**src/design/lfm_pkg.sv**
```systemverilog
// Shared types, constants and helper functions for the lidar median N-of-M filter.
// No dependencies; imported by every module in the design folder.
`default_nettype none

package lfm_pkg;

    localparam int LFM_WINDOW   = 5;
    localparam int LFM_MED_TAPS = 2;
    localparam int LFM_CHAIN    = (LFM_WINDOW > LFM_MED_TAPS) ? LFM_WINDOW : LFM_MED_TAPS;
    localparam int LFM_CNT_W    = $clog2(LFM_WINDOW + 1);
    localparam int LFM_NEED_W   = 3;
    localparam int LFM_CMP_W    = (LFM_CNT_W > LFM_NEED_W) ? LFM_CNT_W : LFM_NEED_W;
    localparam int LFM_IDX_W    = 3;
    localparam int LFM_DATA_W   = 16;
    localparam int LFM_ID_W     = 11;

    localparam logic [15:0]         RST_MIN_STRENGTH = 16'd1000;
    localparam logic [15:0]         RST_MIN_DISTANCE = 16'd30;
    localparam logic [15:0]         RST_MAX_DISTANCE = 16'd200;
    localparam logic [LFM_NEED_W-1:0] RST_NEEDED     = 3'd3;
    localparam logic [LFM_ID_W-1:0] RST_SENSOR_A_ID  = 11'h101;
    localparam logic [LFM_ID_W-1:0] RST_SENSOR_B_ID  = 11'h102;

    localparam logic [3:0] LEN_FULL = 4'd4;
    localparam logic [3:0] LEN_FAN  = 4'd5;

    typedef enum logic [LFM_IDX_W-1:0] {
        CFG_MIN_STRENGTH  = 3'd0,
        CFG_MIN_DISTANCE  = 3'd1,
        CFG_MAX_DISTANCE  = 3'd2,
        CFG_NEEDED_PASSES = 3'd3,
        CFG_SENSOR_A_ID   = 3'd4,
        CFG_SENSOR_B_ID   = 3'd5
    } cfg_idx_t;

    typedef struct packed {
        logic [15:0]            str_floor;
        logic [15:0]            min_distance;
        logic [15:0]            max_distance;
        logic [LFM_NEED_W-1:0]  needed_passes;
    } gate_cfg_t;

    typedef struct packed {
        logic [15:0] distance;
        logic [15:0] strength;
        logic        valid;
    } flt_res_t;

    function automatic logic [15:0] mid3(input logic [15:0] x, input logic [15:0] y,
                                         input logic [15:0] z);
        logic [15:0] lo;
        logic [15:0] hi;
        logic [15:0] m;
        lo = (x < y) ? x : y;
        hi = (x < y) ? y : x;
        if (z <= lo)
        begin
            m = lo;
        end
        else if (z >= hi)
        begin
            m = hi;
        end
        else
        begin
            m = z;
        end
        return m;
    endfunction

endpackage

`default_nettype wire

```
**src/design/lfm_cell.sv**
```systemverilog
// One cell of the filter history chain: a distance tap and a gate pass mark.
// Depends on lfm_pkg; instantiated in a row by lfm_filter.
`default_nettype none

module lfm_cell (
    input  wire logic        clk,
    input  wire logic        rst_n,
    input  wire logic        adv,
    input  wire logic [15:0] dist_in,
    input  wire logic        mark_in,
    output logic [15:0]      dist_q,
    output logic             mark
);
    import lfm_pkg::*;

    logic [15:0] dist_reg;
    logic        mark_reg;

    always_ff @(posedge clk or negedge rst_n)
    begin
        if (!rst_n)
        begin
            dist_reg <= '0;
            mark_reg <= 1'b0;
        end
        else if (adv)
        begin
            dist_reg <= dist_in;
            mark_reg <= mark_in;
        end
    end

    assign dist_q = dist_reg;
    assign mark   = mark_reg;

endmodule

`default_nettype wire

```
**src/design/lfm_filter.sv**
```systemverilog
// Per-sensor filter: chain of lfm_cell history taps, gate check, running pass count, median.
// Depends on lfm_pkg and lfm_cell; gives the result for the transfer being accepted.
`default_nettype none

module lfm_filter (
    input  wire logic              clk,
    input  wire logic              rst_n,
    input  wire logic              adv,
    input  wire logic [15:0]       dist_in,
    input  wire logic [15:0]       str_in,
    input  wire lfm_pkg::gate_cfg_t cfg,
    output lfm_pkg::flt_res_t      res
);
    import lfm_pkg::*;

    logic [15:0]           tap_dist [LFM_CHAIN];
    logic                  tap_mark [LFM_CHAIN];
    logic                  mark_new;
    logic [LFM_CNT_W-1:0]  count_reg;
    logic [LFM_CNT_W-1:0]  count_next;
    logic [15:0]           median;
    logic                  enough;

    assign mark_new = !((str_in < cfg.str_floor) || (dist_in < cfg.min_distance) ||
                        (dist_in > cfg.max_distance));

    for (genvar i = 0; i < LFM_CHAIN; i++)
    begin : g_cell
        if (i == 0)
        begin : g_head
            lfm_cell u_cell (
                .clk     (clk),
                .rst_n   (rst_n),
                .adv     (adv),
                .dist_in (dist_in),
                .mark_in (mark_new),
                .dist_q  (tap_dist[i]),
                .mark    (tap_mark[i])
            );
        end
        else
        begin : g_body
            lfm_cell u_cell (
                .clk     (clk),
                .rst_n   (rst_n),
                .adv     (adv),
                .dist_in (tap_dist[i-1]),
                .mark_in (tap_mark[i-1]),
                .dist_q  (tap_dist[i]),
                .mark    (tap_mark[i])
            );
        end
    end

    // drop the oldest mark, add the new one
    assign count_next = count_reg + LFM_CNT_W'(mark_new) - LFM_CNT_W'(tap_mark[LFM_WINDOW-1]);

    always_ff @(posedge clk or negedge rst_n)
    begin
        if (!rst_n)
        begin
            count_reg <= '0;
        end
        else if (adv)
        begin
            count_reg <= count_next;
        end
    end

    assign median = mid3(dist_in, tap_dist[0], tap_dist[1]);
    assign enough = LFM_CMP_W'(count_next) >= LFM_CMP_W'(cfg.needed_passes);

    always_comb
    begin
        res.valid    = enough;
        res.distance = enough ? median : 16'd0;
        res.strength = enough ? str_in : 16'd0;
    end

endmodule

`default_nettype wire

```
**src/design/lidar_frame_median_nofm_filter_core.sv**
```systemverilog
// Lidar poll filter top level: frame decode, held readings, two filters, output register.
// Each accepted input transfer has its result registered in the output register.
// Throughput: one poll per cycle; input stalls only while a held result is itself stalled.
// Reset: asynchronous active low; clears configuration to defaults, held values, fan state,
// cell chains and pass counts, and empties the output register. Uses lfm_pkg, lfm_filter.
`default_nettype none

module lidar_frame_median_nofm_filter_core (
    input  wire logic        clk,
    input  wire logic        rst_n,
    input  wire logic        cfg_wr_en,
    input  wire logic [2:0]  cfg_index,
    input  wire logic [15:0] cfg_data,
    input  wire logic        in_valid,
    output logic             in_stall,
    input  wire logic        frame_present,
    input  wire logic [10:0] frame_id,
    input  wire logic [3:0]  frame_length,
    input  wire logic [7:0]  byte0,
    input  wire logic [7:0]  byte1,
    input  wire logic [7:0]  byte2,
    input  wire logic [7:0]  byte3,
    input  wire logic [7:0]  byte4,
    output logic             out_valid,
    input  wire logic        out_stall,
    output logic [15:0]      raw_distance_a,
    output logic [15:0]      raw_strength_a,
    output logic [15:0]      raw_distance_b,
    output logic [15:0]      raw_strength_b,
    output logic [15:0]      filtered_distance_a,
    output logic [15:0]      filtered_strength_a,
    output logic [15:0]      filtered_distance_b,
    output logic [15:0]      filtered_strength_b,
    output logic             valid_a,
    output logic             valid_b,
    output logic             fan_on
);
    import lfm_pkg::*;

    gate_cfg_t             gate_reg;
    logic [LFM_ID_W-1:0]   sensor_a_id_reg;
    logic [LFM_ID_W-1:0]   sensor_b_id_reg;

    logic [15:0] held_dist_a_reg, held_dist_a_next;
    logic [15:0] held_str_a_reg,  held_str_a_next;
    logic [15:0] held_dist_b_reg, held_dist_b_next;
    logic [15:0] held_str_b_reg,  held_str_b_next;
    logic        fan_reg, fan_next;

    logic        accept;
    logic        full_frame;
    logic        hit_a;
    logic        hit_b;
    logic [15:0] frame_dist;
    logic [15:0] frame_str;

    flt_res_t    res_a;
    flt_res_t    res_b;
    flt_res_t    res_a_reg;
    flt_res_t    res_b_reg;
    logic [15:0] raw_dist_a_reg, raw_str_a_reg, raw_dist_b_reg, raw_str_b_reg;
    logic        fan_out_reg;
    logic        out_valid_reg;

    assign in_stall = out_valid_reg & out_stall;
    assign accept   = in_valid & ~in_stall;

    always_ff @(posedge clk or negedge rst_n)
    begin
        if (!rst_n)
        begin
            gate_reg.str_floor     <= RST_MIN_STRENGTH;
            gate_reg.min_distance  <= RST_MIN_DISTANCE;
            gate_reg.max_distance  <= RST_MAX_DISTANCE;
            gate_reg.needed_passes <= RST_NEEDED;
            sensor_a_id_reg        <= RST_SENSOR_A_ID;
            sensor_b_id_reg        <= RST_SENSOR_B_ID;
        end
        else if (cfg_wr_en)
        begin
            case (cfg_idx_t'(cfg_index))
                CFG_MIN_STRENGTH:  gate_reg.str_floor     <= cfg_data;
                CFG_MIN_DISTANCE:  gate_reg.min_distance  <= cfg_data;
                CFG_MAX_DISTANCE:  gate_reg.max_distance  <= cfg_data;
                CFG_NEEDED_PASSES: gate_reg.needed_passes <= cfg_data[LFM_NEED_W-1:0];
                CFG_SENSOR_A_ID:   sensor_a_id_reg        <= cfg_data[LFM_ID_W-1:0];
                CFG_SENSOR_B_ID:   sensor_b_id_reg        <= cfg_data[LFM_ID_W-1:0];
                default: ;
            endcase
        end
    end

    assign full_frame = frame_present && (frame_length >= LEN_FULL);
    assign hit_a      = full_frame && (frame_id == sensor_a_id_reg);
    assign hit_b      = full_frame && !hit_a && (frame_id == sensor_b_id_reg);
    assign frame_dist = {byte1, byte0};
    assign frame_str  = {byte3, byte2};

    always_comb
    begin
        held_dist_a_next = hit_a ? frame_dist : held_dist_a_reg;
        held_str_a_next  = hit_a ? frame_str  : held_str_a_reg;
        held_dist_b_next = hit_b ? frame_dist : held_dist_b_reg;
        held_str_b_next  = hit_b ? frame_str  : held_str_b_reg;
        fan_next         = fan_reg;
        if ((hit_a || hit_b) && (frame_length >= LEN_FAN))
        begin
            fan_next = (byte4 != 8'd0);
        end
    end

    always_ff @(posedge clk or negedge rst_n)
    begin
        if (!rst_n)
        begin
            held_dist_a_reg <= '0;
            held_str_a_reg  <= '0;
            held_dist_b_reg <= '0;
            held_str_b_reg  <= '0;
            fan_reg         <= 1'b0;
        end
        else if (accept)
        begin
            held_dist_a_reg <= held_dist_a_next;
            held_str_a_reg  <= held_str_a_next;
            held_dist_b_reg <= held_dist_b_next;
            held_str_b_reg  <= held_str_b_next;
            fan_reg         <= fan_next;
        end
    end

    lfm_filter u_filter_a (
        .clk     (clk),
        .rst_n   (rst_n),
        .adv     (accept),
        .dist_in (held_dist_a_next),
        .str_in  (held_str_a_next),
        .cfg     (gate_reg),
        .res     (res_a)
    );

    lfm_filter u_filter_b (
        .clk     (clk),
        .rst_n   (rst_n),
        .adv     (accept),
        .dist_in (held_dist_b_next),
        .str_in  (held_str_b_next),
        .cfg     (gate_reg),
        .res     (res_b)
    );

    always_ff @(posedge clk or negedge rst_n)
    begin
        if (!rst_n)
        begin
            out_valid_reg <= 1'b0;
        end
        else if (accept)
        begin
            out_valid_reg <= 1'b1;
        end
        else if (!out_stall)
        begin
            out_valid_reg <= 1'b0;
        end
    end

    always_ff @(posedge clk)
    begin
        if (accept)
        begin
            res_a_reg      <= res_a;
            res_b_reg      <= res_b;
            raw_dist_a_reg <= held_dist_a_next;
            raw_str_a_reg  <= held_str_a_next;
            raw_dist_b_reg <= held_dist_b_next;
            raw_str_b_reg  <= held_str_b_next;
            fan_out_reg    <= fan_next;
        end
    end

    assign out_valid           = out_valid_reg;
    assign raw_distance_a      = raw_dist_a_reg;
    assign raw_strength_a      = raw_str_a_reg;
    assign raw_distance_b      = raw_dist_b_reg;
    assign raw_strength_b      = raw_str_b_reg;
    assign filtered_distance_a = res_a_reg.distance;
    assign filtered_strength_a = res_a_reg.strength;
    assign filtered_distance_b = res_b_reg.distance;
    assign filtered_strength_b = res_b_reg.strength;
    assign valid_a             = res_a_reg.valid;
    assign valid_b             = res_b_reg.valid;
    assign fan_on              = fan_out_reg;

endmodule

`default_nettype wire
```
**config.mk**
```make
export PLATFORM = sky130hd
export DESIGN_NAME = lidar_frame_median_nofm_filter_core
export DESIGN_NICKNAME = d
export VERILOG_FILES = /design/src/design/lfm_pkg.sv /design/src/design/lfm_cell.sv /design/src/design/lfm_filter.sv /design/src/design/lidar_frame_median_nofm_filter_core.sv
export SDC_FILE = /design/constraint.sdc
export NUM_CORES = 1
export LEC_CHECK = 0
export ABC_AREA = 1
export ABC_CLOCK_PERIOD_IN_PS = 7300
export CORE_UTILIZATION = 60
export DETAILED_ROUTE_END_ITERATION = 10
export DONT_BUFFER_PORTS = 1
export GPL_TIMING_DRIVEN = 0
export MAX_ROUTING_LAYER = met4
export PLACE_DENSITY = 0.77
export SYNTH_ARGS = -nofsm -noshare
export SYNTH_HDL_FRONTEND = slang
export SYNTH_HIERARCHICAL = 1
export SYNTH_SLANG_ARGS = --single-unit
```
**constraint.sdc**
```tcl
create_clock -name clk -period 7.3 [get_ports clk]
set_clock_uncertainty 0.1 [all_clocks]
set_input_delay 0.365 -clock clk [delete_from_list [all_inputs] [get_ports clk]]
set_output_delay 0.365 -clock clk [all_outputs]
set_load 0.005 [all_outputs]
```
; Word level (Yosys, flattened, before mapping)
; Cells that the tools add are included.
[totals]
output_inout_bits = 133
register_bits = 318
word_cells = 104
input_bits = 80
[classes]
order_cmp = 16
mux = 15
add_sub_neg = 4
n_eq_ne = 8
bitwise_logic = 3
n_reduce_logical = 21
[op_table]
columns = operator, count
row1 = 2-to-1 mux 16 bit, 12
row2 = less-than comparator 16 bit, 6
row3 = greater-or-equal comparator 16 bit, 2
row4 = > comparator 16 bit, 2
row5 = less-or-equal comparator 16 bit, 2
row6 = equality test 11 bit, 2
row7 = AND reduction 2 bit, 6
row8 = greater-or-equal comparator 4 x 3 -> 1 bit (second input constant), 2
row9 = nonzero test 8 bit, 1
row10 = adder 3 x 1 -> 3 bit, 2
row11 = equality test 3 x 2 -> 1 bit (second input constant), 2
row12 = equality test 3 bit (second input constant), 2
row13 = greater-or-equal comparator 3 bit, 2
row14 = subtractor 3 x 1 -> 3 bit, 2
row15 = logical AND 1 bit, 5
row16 = logical OR 1 bit, 5
row17 = equality test 3 x 1 -> 1 bit (second input constant), 1
row18 = zero test 1 bit, 3
row19 = zero test 3 bit, 1
row20 = 2-to-1 mux 1 bit, 3
row21 = AND 1 bit, 2
row22 = inequality test 2 x 1 -> 1 bit (second input constant), 1
row23 = NOT 1 bit, 1

; Longest topological paths before layout
[depth]
word_depth = 14
depth_mapped = 39
mapped_depth_nobuf = 36

; By module
; Netlist, hierarchy kept.
[modules_own_cells]
columns = mod, area_each_um2, instances, cells_each
row1 = lidar_frame_median_nofm_filter_core, 10547.6, 1, 891
row2 = lfm_cell, 680.7, 10, 72
row3 = lfm_filter at u_filter_a, 3995.1, 1, 676
row4 = lfm_filter at u_filter_b, 3991.3, 1, 675

; Worst setup path before layout
; Ideal clock, no wire load.
[synth_timing]
kind = register to register
start = reg out_valid_reg (netlist: out_valid)
end = reg u_filter_a.g_cell[1].g_body.u_cell.dist_reg[10]
setup_slack_ps = 1189
stages_incl_launch_ff = 11
t_arrival_ps = 5894
setup_ps = 117
cell_sequence = dfrtp_1 > nand2_1 > inv_1 > nor2_1 > buf_2 > buf_1 > buf_6 > inv_8 > buf_8 > nand2_1 > nand2_1
[synth_via]
elab_chain_len = 3
[synth_rtl]
columns = element, line_no
row1 = start: declaration, lidar_frame_median_nofm_filter_core.sv:63  ; logic out_valid_reg;
row2 = start signal: assignment, lidar_frame_median_nofm_filter_core.sv:156  ; out_valid_reg <= 1'b0;
row3 = start signal: assignment, lidar_frame_median_nofm_filter_core.sv:160  ; out_valid_reg <= 1'b1;
row4 = start signal: assignment, lidar_frame_median_nofm_filter_core.sv:164  ; out_valid_reg <= 1'b0;
row5 = AND 1 bit, lidar_frame_median_nofm_filter_core.sv:65  ; assign in_stall = out_valid_reg & out_stall;
row6 = net in_stall, lidar_frame_median_nofm_filter_core.sv:15  ; output logic in_stall,
row7 = NOT 1 bit, lidar_frame_median_nofm_filter_core.sv:66  ; assign accept = in_valid & ~in_stall;
row8 = AND 1 bit, lidar_frame_median_nofm_filter_core.sv:66
row9 = net accept, lidar_frame_median_nofm_filter_core.sv:50  ; logic accept;
row10 = end signal: assignment, lfm_cell.sv:28  ; dist_reg <= dist_in;
row11 = end: declaration, lfm_cell.sv:16  ; logic [15:0] dist_reg;
; The timed path passes the listed nets, and every way through them passes these cells.
; A chain may end at the register's enable or synchronous reset.

; Final worst setup path
[layout_timing]
start = reg sensor_a_id_reg[0]
end = reg res_a_reg, in the netlist filtered_distance_a[10] (data pin)
[layout_via]
elab_chain_len = 10
word_cells_on_any_way = 20
[layout_rtl]
columns = element, line_no
row1 = start: declaration, lidar_frame_median_nofm_filter_core.sv:41  ; logic [LFM_ID_W-1:0] sensor_a_id_reg;
row2 = start signal: assignment, lidar_frame_median_nofm_filter_core.sv:86  ; CFG_SENSOR_A_ID: sensor_a_id_reg <= cfg_data[LFM_ID_W-1:0];
row3 = equality test 11 bit *, lidar_frame_median_nofm_filter_core.sv:94  ; assign hit_a = full_frame && (frame_id == sensor_a_id_reg);
row4 = logical AND 1 bit *, lidar_frame_median_nofm_filter_core.sv:94
row5 = 2-to-1 mux 16 bit *, lidar_frame_median_nofm_filter_core.sv:101  ; held_dist_a_next = hit_a ? frame_dist : held_dist_a_reg;
row6 = net held_dist_a_next[15], lidar_frame_median_nofm_filter_core.sv:44  ; logic [15:0] held_dist_a_reg, held_dist_a_next;
row7 = less-than comparator 16 bit, lfm_filter.sv:24  ; assign mark_new = !((str_in < cfg.str_floor) || (dist_in < cfg.min_distance) ||
row8 = logical OR 1 bit, lfm_filter.sv:24
row9 = logical OR 1 bit *, lfm_filter.sv:24
row10 = zero test 1 bit *, lfm_filter.sv:24
row11 = net u_filter_a.mark_new, lfm_filter.sv:18  ; logic mark_new;
row12 = adder 3 x 1 -> 3 bit *, lfm_filter.sv:56  ; assign count_next = count_reg + LFM_CNT_W'(mark_new) - LFM_CNT_W'(tap_mark[LFM_WINDOW-1]);
row13 = subtractor 3 x 1 -> 3 bit *, lfm_filter.sv:56
row14 = net u_filter_a.count_next[1], lfm_filter.sv:20  ; logic [LFM_CNT_W-1:0] count_next;
row15 = greater-or-equal comparator 3 bit *, lfm_filter.sv:71  ; assign enough = LFM_CMP_W'(count_next) >= LFM_CMP_W'(cfg.needed_passes);
row16 = end signal: assignment, lidar_frame_median_nofm_filter_core.sv:172  ; res_a_reg <= res_a;
row17 = end: declaration, lidar_frame_median_nofm_filter_core.sv:59  ; flt_res_t res_a_reg;
; Mark *: on every way through the listed nets, which the timed path passes. The rest lies on a longest branch.

==> metrics.md <==
| Metric | Value |
|---|---|
| Status | `finished, final reports clean` |
| Finished Cell Area | `24,100 µm²` |
| Worst-path fanout max | `10` |
| Initial drt markers | `1,574` |
| Max incr delay on CP | `850 ps` |
| MaxCap Viol Count | `0` |
| Hold Buf Count CTS | `44` |
| Avg WL per Cell | `19.5 µm` |
| # DRC | `0` |
| Tightest Pin Transition | `1310 ps` |
| Worst rel slew slack | `12.5%` |
| Pint | `0.00567 W` |
| Sw power | `0.00437 W` |
| P per Cell Area | `417 nW/µm²` |
| Final Cycle Share | `85.6%` |
| PortBufs | `0` |
| Core area | `35,500 µm²` |
| P_leak | `12.0 nW` |
| CP cell instances | `xnor2_1 > nand2_1 > nor2_2 > nand4_4 > clkinv_4 > buf_4 > nand2_1 > nand2_1 > ha_1 > nand4_1 > o41ai_1 > nand2_1 > nor2_1 > ha_1 > fa_1 > ha_1 > nand2_1 > o211ai_1 > clkbuf_1 > nand2_1 > nor2_2` |
| Slew Viols, Final | `0` |
| H-tree levels | `2` |
| Worst hold slack | `15.8 ps` |
| Clk network pwr share | `20.8%` |
| Critical path class | `reg2reg` |
| Vias/cell | `5.79` |
| Std-Cell Rows | `69` |
| Post-layout nets | `2,933` |
| Worst EP arrival | `6560 ps` |
| Mapped Nets | `2,844` |
| CP Launch Type | `register` |
| Die Area | `36,800 µm²` |
| First drt pass iteration count | `6` |
| GRT Overall Usage | `35.0%` |
| Largest net degree at the start of global routing | `220` |
| Reg power frac | `30.3%` |
| Post-Syn Area | `21,600 µm²` |
| Clk sinks | `350` |
| Gp weighted congestion | `0.960` |
| Slowest cell on crit path | `o211ai_1` |
| Element type at the critical path end | `register` |
| Post-CTS Setup Inserts | `0` |
| Worst Hold Class | `in2reg` |
| CTS tree | `built` |
| Layout cells sized above 1 | `9.61%` |
| Max Clk Rate | `0.160 GHz` |
| Vias in the first global route | `17,600` |
| VDD IR max | `0.000304 V` |
| Total gr overflow | `0` |
| Routed via count | `18,200` |
| Most used cell, CP | `nand2_1` |
| Tmin final | `6250 ps` |
| RSZ-0062 raised after global routing | `false` |
| Die Y | `192 µm` |
| Comb power frac | `48.9%` |
| Warnings, synthesis | `6` |
| Hold Violations, Final | `0` |
| Gates resized, CTS repair | `0` |
| Clock root buffer | `clkbuf_16` |
| Initial antenna violation count | `1` |
| Placed cell areas | `22,300 µm²` |
| Cells after synthesis | `2,566` |
| Post-DP HPWL | `44,000 µm` |
| Family with the most delay on the worst path | `simple AND/OR/NAND/NOR gates` |
| Crit path buffers/inverters | `3` |
| Setup violators final | `0` |
| DRT antenna net count | `0` |
| Switching Share | `43.5%` |
| Max reg flops | `51` |
| Final core utilization | `67.9%` |
| Clock transition at path regs | `60 ps` |
| Worst EP required | `7610 ps` |
| Clk_lat worst skew | `570 ps` |
| Fill cells | `2,806` |
| Mapped Avg Cell Area | `8.42 µm²` |
| Initial Utilization | `60.9%` |
| Die W | `192 µm` |
| Routed Wire Length | `61,400 µm` |
| Top-Level Pins | `213` |
| First-pass GRT wire length | `95,900 µm` |
| Area grow syn2layout | `11.5%` |
| Worst-case clock buffer depth | `3` |
| Inserted Clock Buffers | `39` |
-- final timing paths --
path / start / to / slack [ps] / cells after the start
max in group asynchronous: rst_n / held_str_b_reg[11] / 5640 / 2
min: cfg_data[3] / sensor_a_id_reg[3] / 20 / 2
min in group asynchronous: rst_n / held_str_a_reg[5] / 370 / 2
max: sensor_a_id_reg[0] / filtered_distance_a[10] / 1050 / 21
min reg2reg: u_filter_a/g_cell[0].g_head.u_cell/mark / u_filter_a/g_cell[0].g_head.u_cell/mark / 370 / 2
max reg2reg: sensor_a_id_reg[0] / filtered_distance_a[10] / 1050 / 21
-- power by group through the flow --
| stage | combinational (W) | sequential, W | clock (W) |
|---|---|---|---|
| floorplan | 0.00352 | 0.00296 | 0 |
| global placement | 0.00460 | 0.00307 | 0 |
| detailed placement | 0.00475 | 0.00307 | 0 |
| CTS | 0.00485 | 0.00304 | 0.00211 |
| global route | 0.00549 | 0.00310 | 0.00219 |
| finish | 0.00491 | 0.00304 | 0.00209 |
-- worst register-to-register path, cell delays in order, from the launching register on --
cell and delay, ps:
dfstp_2 550, xnor2_1 120, nand2_1 80, nor2_2 160, nand4_4 210, clkinv_4 150
buf_4 180, nand2_1 80, nand2_1 420, ha_1 270, nand4_1 180, o41ai_1 490
nand2_1 90, nor2_1 300, ha_1 240, fa_1 460, ha_1 310, nand2_1 50
o211ai_1 850, clkbuf_1 490, nand2_1 170, nor2_2 160
-- placed cells by master, fill, tap and decap left out, types with 34 or more instances in the layout --
| cell | n |
|---|---|
| nor2_1 | 60 |
| nand2_1 | 754 |
| o211ai_1 | 34 |
| dfrtp_1 | 200 |
| ha_1 | 196 |
| nand4_1 | 51 |
| o21ai_0 | 150 |
| a21oi_1 | 89 |
| edfxtp_1 | 131 |
| dlygate4sd3_1 | 43 |
| clkbuf_16 | 41 |
| nand3_1 | 145 |
| inv_1 | 379 |
| o21a_1 | 40 |
-- through the flow --
stage	power, W	instances	setup TNS (ps)	setup WS (ps)
finish	0.0100	3148	0	1050
floorplan	0.00648	2566	0	1190
global placement	0.00767	3027	-191680	-1310
detailed placement	0.00782	3031	0	1140
global route	0.0108	3147	0	742
CTS	0.0100	3146	0	1100
-- area by class of cell --
type	count	area (µm²)	share of cell area, %
clock inverter	22	284	1.18
timing repair buffer	48	546	2.26
clock buffer	49	1080	4.47
inverter	404	1600	6.63
tap	461	577	2.39
antenna	2	5.00	0.0208
multi-input combinational	1713	9850	40.9
sequential	350	9440	39.2
buffer	99	723	3.00
-- layer usage --
layer	track usage, %	up-vias	wire (µm)
met3	6.12	151	5580
met2	54.5	826	28500
li1	-	8517	-
met4	12.8	0	1880
met5	-	-	0
met1	45.7	8744	25400
(Power assumes the default switching activity.)
